$ cat src/rtl/clrs_pkg.sv
// Package for the cosine learning-rate schedule: widths, codes, the shared
// divider stage type and the elaboration-time cosine weight table.
// Depends on nothing.
`default_nettype none

package clrs_pkg;

  localparam int COS_TABLE_BITS = 10;
  localparam int STEP_WIDTH     = 32;

  localparam int DATA_W     = 32;
  localparam int FLOOR_W    = 17;
  localparam int CFG_IDX_W  = 2;
  localparam int DIV_STAGES = 32;
  localparam int W_W        = 33;
  localparam int COS_DEPTH  = (1 << COS_TABLE_BITS) + 1;
  localparam int COS_ADDR_W = COS_TABLE_BITS + 1;

  localparam logic [DATA_W-1:0] STEP_MASK =
    (STEP_WIDTH >= DATA_W) ? {DATA_W{1'b1}} : DATA_W'((64'd1 << STEP_WIDTH) - 64'd1);

  localparam logic [DATA_W-1:0]  BASE_RATE_RST = 32'd1288490;
  localparam logic [FLOOR_W-1:0] RATIO_ONE     = 17'h10000;
  localparam logic [63:0]        Q30_ONE       = 64'd1073741824;
  localparam logic [63:0]        HALF_PI_Q30   = 64'd1686629713;

  typedef enum logic [1:0] {
    PH_WARMUP = 2'd0,
    PH_DECAY  = 2'd1,
    PH_PAST   = 2'd2,
    PH_CONST  = 2'd3
  } phase_e;

  typedef enum logic [CFG_IDX_W-1:0] {
    CFG_BASE_RATE    = 2'd0,
    CFG_WARMUP_STEPS = 2'd1,
    CFG_TOTAL_STEPS  = 2'd2,
    CFG_FLOOR_RATIO  = 2'd3
  } cfg_idx_e;

  // One slice of the restoring divider: partial remainder, dividend bits
  // that turn into quotient bits, and the divisor.
  typedef struct packed {
    logic [DATA_W-1:0] rem;
    logic [DATA_W-1:0] quo;
    logic [DATA_W-1:0] dvs;
  } div_t;

  typedef logic [W_W-1:0] cos_lut_t [COS_DEPTH];

  // 0.5 * (1 + cos(pi * idx / 2^B)) in Q0.32 through a Horner Taylor series.
  function automatic logic [W_W-1:0] cos_weight(int unsigned idx);
    logic [63:0] a;
    logic [63:0] x2;
    logic [63:0] h;
    logic [63:0] t;
    a  = (64'(idx) * HALF_PI_Q30) >> COS_TABLE_BITS;
    x2 = (a * a) >> 30;
    h  = Q30_ONE;
    t  = ((x2 * h) >> 30) / 64'd182;
    h  = (t >= Q30_ONE) ? 64'd0 : Q30_ONE - t;
    t  = ((x2 * h) >> 30) / 64'd132;
    h  = (t >= Q30_ONE) ? 64'd0 : Q30_ONE - t;
    t  = ((x2 * h) >> 30) / 64'd90;
    h  = (t >= Q30_ONE) ? 64'd0 : Q30_ONE - t;
    t  = ((x2 * h) >> 30) / 64'd56;
    h  = (t >= Q30_ONE) ? 64'd0 : Q30_ONE - t;
    t  = ((x2 * h) >> 30) / 64'd30;
    h  = (t >= Q30_ONE) ? 64'd0 : Q30_ONE - t;
    t  = ((x2 * h) >> 30) / 64'd12;
    h  = (t >= Q30_ONE) ? 64'd0 : Q30_ONE - t;
    t  = ((x2 * h) >> 30) / 64'd2;
    h  = (t >= Q30_ONE) ? 64'd0 : Q30_ONE - t;
    return W_W'((h * h) >> 28);
  endfunction

  function automatic cos_lut_t build_cos_lut();
    cos_lut_t lut;
    for (int i = 0; i < COS_DEPTH; i++) begin
      lut[i] = cos_weight(i);
    end
    return lut;
  endfunction

endpackage

`default_nettype wire

$ cat src/rtl/clrs_div_step.sv
// One radix-2 restoring division step: shifts in a dividend bit and
// produces one quotient bit. Depends on clrs_pkg for div_t.
`default_nettype none

module clrs_div_step (
  input  clrs_pkg::div_t d_i,
  output clrs_pkg::div_t d_o
);
  import clrs_pkg::*;

  logic [DATA_W:0] trial;
  logic [DATA_W:0] diff;
  logic            ge;

  assign trial = {d_i.rem, d_i.quo[DATA_W-1]};
  assign diff  = trial - {1'b0, d_i.dvs};
  assign ge    = (trial >= {1'b0, d_i.dvs});

  // The remainder stays below the divisor, so the difference fits the width.
  assign d_o.rem = ge ? diff[DATA_W-1:0] : trial[DATA_W-1:0];
  assign d_o.quo = {d_i.quo[DATA_W-2:0], ge};
  assign d_o.dvs = d_i.dvs;

endmodule

`default_nettype wire

$ cat config.mk
export PLATFORM = sky130hd
export DESIGN_NAME = clrs_div_step
export DESIGN_NICKNAME = d
export VERILOG_FILES = /design/src/rtl/clrs_pkg.sv /design/src/rtl/clrs_div_step.sv
export SDC_FILE = /design/constraint.sdc
export NUM_CORES = 1
export LEC_CHECK = 0
export BUFFER_PORTS_ARGS = -buffer_cell sky130_fd_sc_hd__clkbuf_2
export CAP_MARGIN = 20
export CORE_ASPECT_RATIO = 0.7
export CORE_MARGIN = 1
export CORE_UTILIZATION = 48
export DETAILED_ROUTE_END_ITERATION = 7
export PLACE_DENSITY_LB_ADDON = 0.15
export SLEW_MARGIN = 20
export SYNTH_ARGS = -nofsm -noshare
export SYNTH_HDL_FRONTEND = slang
export SYNTH_SLANG_ARGS = --single-unit
$ cat constraint.sdc
create_clock -name vclk -period 5.92
set_clock_uncertainty 0.2 [all_clocks]
set_input_delay 0.296 -clock vclk [all_inputs]
set_output_delay 0.296 -clock vclk [all_outputs]
set_load 0.02 [all_outputs]
# Word level (Yosys, flattened, before mapping)
# Cells that the tools add are included.
[classes]
n_mux = 1
magnitude_cmp = 1
add_sub_neg = 1
[ops]
columns = ["cell", "count"]
rows = [
  ["$ge A33 B32 Y1", 1],
  ["$mux W32", 1],
  ["$sub A32 B32 Y32", 1],
]
[totals]
output_inout_bits = 96
regBits = 0
word_cells = 3

# Depth between registers and ports, before layout
[logic_depth]
depth_word = 2
depth_mapped = 14
mapped_depth_nobuf = 11

# Least setup slack after synthesis
# Ideal clock, no wire load.
[synth_timing]
path_kind = "in2out"
start = "input d_i[7] (netlist bit)"
end = "output d_o[95] (netlist bit)"
required_time_ns = 5.424
arrival_time_ns = 2.997
path_stages = 10
slack_ns = 2.427
path_cell_list = "inv_1 ha_1 a21oi_2 a211oi_1 or3_4 nor4b_4 and2b_1 a31o_2 and3_1 o41ai_1"
[synth_lines]
columns = ["element", "line_no", "source"]
rows = [
  ["start, declared", "clrs_div_step.sv:6", "input clrs_pkg::div_t d_i,"],
  ["end, declared", "clrs_div_step.sv:7", "output clrs_pkg::div_t d_o"],
]

==> metrics.txt <==
# TYPE chip_impl_metric gauge
chip_impl_info{name="outcome",value="completed"} 1
chip_impl_metric{name="hold_path_depth",unit=""} 0
chip_impl_metric{name="timing.max_slew.rel_slack",unit=""} 0.5322
chip_impl_metric{name="synth.cell_area",unit="sq um"} 2811
chip_impl_metric{name="critical_path_peak_fanout",unit=""} 29
chip_impl_metric{name="swShare",unit=""} 0.5717
chip_impl_metric{name="worst_setup_margin",unit="ps"} 1987
chip_impl_info{name="synth_commonest_cells",value="buf_4, inv_1, ha_1"} 1
chip_impl_metric{name="placement.setup.worst_slack",unit="ps"} 1951
chip_impl_info{name="critical_path.endpoint_type",value="primary output"} 1
chip_impl_metric{name="drc_errors",unit=""} 0
chip_impl_metric{name="finalNetCount",unit=""} 571
chip_impl_metric{name="final_standard_cell_area_without_fillers",unit="sq um"} 2997
chip_impl_metric{name="comb_power_share",unit=""} 1.000
chip_impl_metric{name="final-setup-viol-count",unit=""} 0
chip_impl_info{name="crit_path_start_kind",value="input port"} 1
chip_impl_metric{name="syn-num-nets",unit=""} 516
chip_impl_info{name="holdPathEnd",value="d_o[34]"} 1
chip_impl_metric{name="hold_slack",unit="ps"} 392.0
chip_impl_metric{name="yosys_warnings",unit=""} 0
chip_impl_metric{name="placeableCoreArea",unit="sq um"} 5450
chip_impl_metric{name="detailed_place.area",unit="sq um"} 2997
chip_impl_metric{name="netlist.area_leader.share",unit=""} 0.1709
chip_impl_info{name="timing_worst_setup_path_type",value="input port to primary output"} 1
chip_impl_metric{name="num_antenna_cells",unit=""} 0
chip_impl_metric{name="tightest_slew",unit="ps"} 700.6
chip_impl_metric{name="synth_cells",unit=""} 387
chip_impl_metric{name="fillCellCount",unit=""} 588
chip_impl_metric{name="layout.cells.non_filler",unit=""} 512
chip_impl_info{name="hp-start",value="d_i[33]"} 1
chip_impl_metric{name="met3_wirelength",unit="microns"} 391
chip_impl_metric{name="fmaxAchievable",unit="MHz"} 254.3
chip_impl_metric{name="area.growth.synth_to_final",unit="%"} 6.586
chip_impl_metric{name="number_of_global_route_vias_before_repair",unit=""} 2400
chip_impl_metric{name="design_power",unit="mW"} 0.4383
chip_impl_info{name="synthMostInstantiatedCell",value="buf_4"} 1
chip_impl_metric{name="post_cts_buffers",unit=""} 0
chip_impl_metric{name="totalNegativeSetupSlack",unit="ps"} 0
chip_impl_metric{name="rows",unit=""} 22
chip_impl_metric{name="port_buffer_count",unit=""} 130
chip_impl_metric{name="drv_slew",unit=""} 0
chip_impl_metric{name="cts-hold-fix-buffers",unit=""} 0
chip_impl_metric{name="largest_net_degree_at_the_start_of_global_routing",unit=""} 30
chip_impl_metric{name="initial_drc_count",unit=""} 104
chip_impl_metric{name="critPathArrivalTime",unit="ps"} 3440
chip_impl_metric{name="place.gp.congestion",unit=""} 0.8540
chip_impl_metric{name="drive_gt1_frac",unit=""} 0.3886
chip_impl_metric{name="design.portCount",unit=""} 192
chip_impl_metric{name="wl_met1",unit="microns"} 3258
chip_impl_metric{name="power_per_cell_area",unit="nW/um^2"} 146.3
chip_impl_info{name="hold_path_class",value="input port to primary output"} 1
chip_impl_metric{name="finalCriticalPeriod",unit="ps"} 3933
chip_impl_metric{name="flops_and_latches",unit=""} 0
chip_impl_metric{name="place.detailed.hpwl",unit="microns"} 5883
chip_impl_metric{name="max_cap_violations",unit=""} 0
chip_impl_metric{name="layout_utilization",unit=""} 0.5498
chip_impl_metric{name="post-route-period-util",unit=""} 0.6643
chip_impl_metric{name="cellInternalPower",unit="mW"} 0.1877
chip_impl_metric{name="detail_route.vias_per_cell",unit=""} 5.285
chip_impl_metric{name="route.antenna.remaining_nets",unit=""} 0
chip_impl_metric{name="drt-total-wl",unit="microns"} 6678
chip_impl_metric{name="yosys.cell_types.count",unit=""} 51
chip_impl_metric{name="postSynthAreaPerCell",unit="sq um"} 7.265
chip_impl_info{name="setup_repair_after_global_routing_missed_its_margin",value="no"} 1
chip_impl_metric{name="route.met2.wl",unit="microns"} 3024
chip_impl_info{name="post_synth_main_area_contributors",value="buf_4, ha_1, mux2_2, xnor2_1, inv_1"} 1
chip_impl_metric{name="cts.repair.resized",unit=""} 0
chip_impl_metric{name="dr_total_vias",unit=""} 2706
chip_impl_metric{name="grt_overflow",unit=""} 0
chip_impl_metric{name="post_drt_wl_per_cell",unit="microns"} 13.04
chip_impl_metric{name="seqPwrFrac",unit=""} 0
chip_impl_metric{name="antenna_found_initial",unit=""} 0
chip_impl_metric{name="ir_drop",unit="V"} 0.0001107
chip_impl_metric{name="power.switching",unit="mW"} 0.2506
chip_impl_metric{name="design.die.area",unit="sq um"} 6172
chip_impl_info{name="highest_layer",value="met4"} 1
chip_impl_metric{name="die_boundary_width",unit="microns"} 93.48
chip_impl_metric{name="globalRouteTotalUtil",unit=""} 0.2064
chip_impl_metric{name="hold_violations",unit=""} 0
chip_impl_metric{name="power.share.clock",unit=""} 0
chip_impl_metric{name="first_pass_grt_wire_length",unit="microns"} 10580
chip_impl_metric{name="total_area_of_sequential_cells",unit="sq um"} 0
chip_impl_metric{name="floorplan.initialDensity",unit=""} 0.5158
chip_impl_metric{name="synth-seq-area-share",unit=""} 0
chip_impl_metric{name="clkbuf_count",unit=""} 0
chip_impl_metric{name="die_h",unit="microns"} 66.03
chip_impl_metric{name="worst_ep_required_time",unit="ps"} 5420
chip_impl_metric{name="leakage",unit="nW"} 1.655
chip_impl_metric{name="detail_route.first_pass.iterations",unit=""} 4
chip_impl_metric{name="place.detailed.instances",unit=""} 512
chip_impl_info{name="yosys.area.top_type",value="buf_4"} 1
## how the worst max path moves through the flow
stage,depth (start not counted),slack [ps],endpoint,start
after floorplan,10,2430,d_o[95],d_i[7]
after CTS,13,1940,d_o[67],d_i[10]
after global placement,13,1990,d_o[84],d_i[10]
after detailed placement,13,1950,d_o[67],d_i[11]
final,13,1990,d_o[84],d_i[10]
after global routing,13,1770,d_o[68],d_i[11]
## power groups by stage
stage	Combinational [mW]	Clock [mW]	Sequential [mW]
6_report	0.438	0	0
3_5_place_dp	0.439	0	0
2_1_floorplan	0.368	0	0
4_1_cts	0.441	0	0
3_3_place_gp	0.436	0	0
5_1_grt	0.480	0	0
## placed cells by master, fill, tap and decap left out, drive strengths merged, types with 4 or more instances in the layout
master / Yosys / routed
ha: 32 / 32
nand3: 7 / 7
a21o: 9 / 9
xor2: 8 / 8
clkbuf: 9 / 130
a31oi: 6 / 6
o21ai: 14 / 14
nor3: 6 / 6
mux2: 29 / 29
inv: 41 / 41
nand4: 9 / 9
nor2: 23 / 23
a21oi: 27 / 27
nand2: 24 / 24
xnor2: 18 / 18
o21a: 5 / 5
o21bai: 4 / 4
nor2b: 6 / 6
## worst max-delay path, stage by stage
cell and delay (ps):
clkbuf_2 90, inv_1 40, ha_1 390, nand4_1 190, nor3_1 310, o211ai_1 230
nor4b_4 200, o21ai_2 170, a31oi_4 140, o21a_4 270, inv_2 510, mux2_2 420
clkbuf_2 160
## per-layer routing
| metal | track usage | vias up |
|---|---|---|
| met5 | 0 | - |
| met4 | 0.005769 | 0 |
| met3 | 0.009195 | 2 |
| met2 | 0.3667 | 99 |
| met1 | 0.2904 | 1207 |
| li1 | - | 1398 |
## area by class of cell
class / count / area [sq um] / area share
inverters: 41 / 153.9 / 0.05136
multi-input cells: 269 / 2102 / 0.7015
well taps: 72 / 90.09 / 0.03006
repair buffers: 130 / 650.6 / 0.2171
## cell families after synthesis
| family | after synthesis | synth area share |
|---|---|---|
| compound gates | 89 | 0.2172 |
| mux | 32 | 0.1389 |
| fa+ha+maj | 33 | 0.1495 |
| simple gates | 89 | 0.1611 |
| buf+inv | 118 | 0.2523 |
| xor+xnor | 26 | 0.08100 |
(Power assumes the default switching activity.)
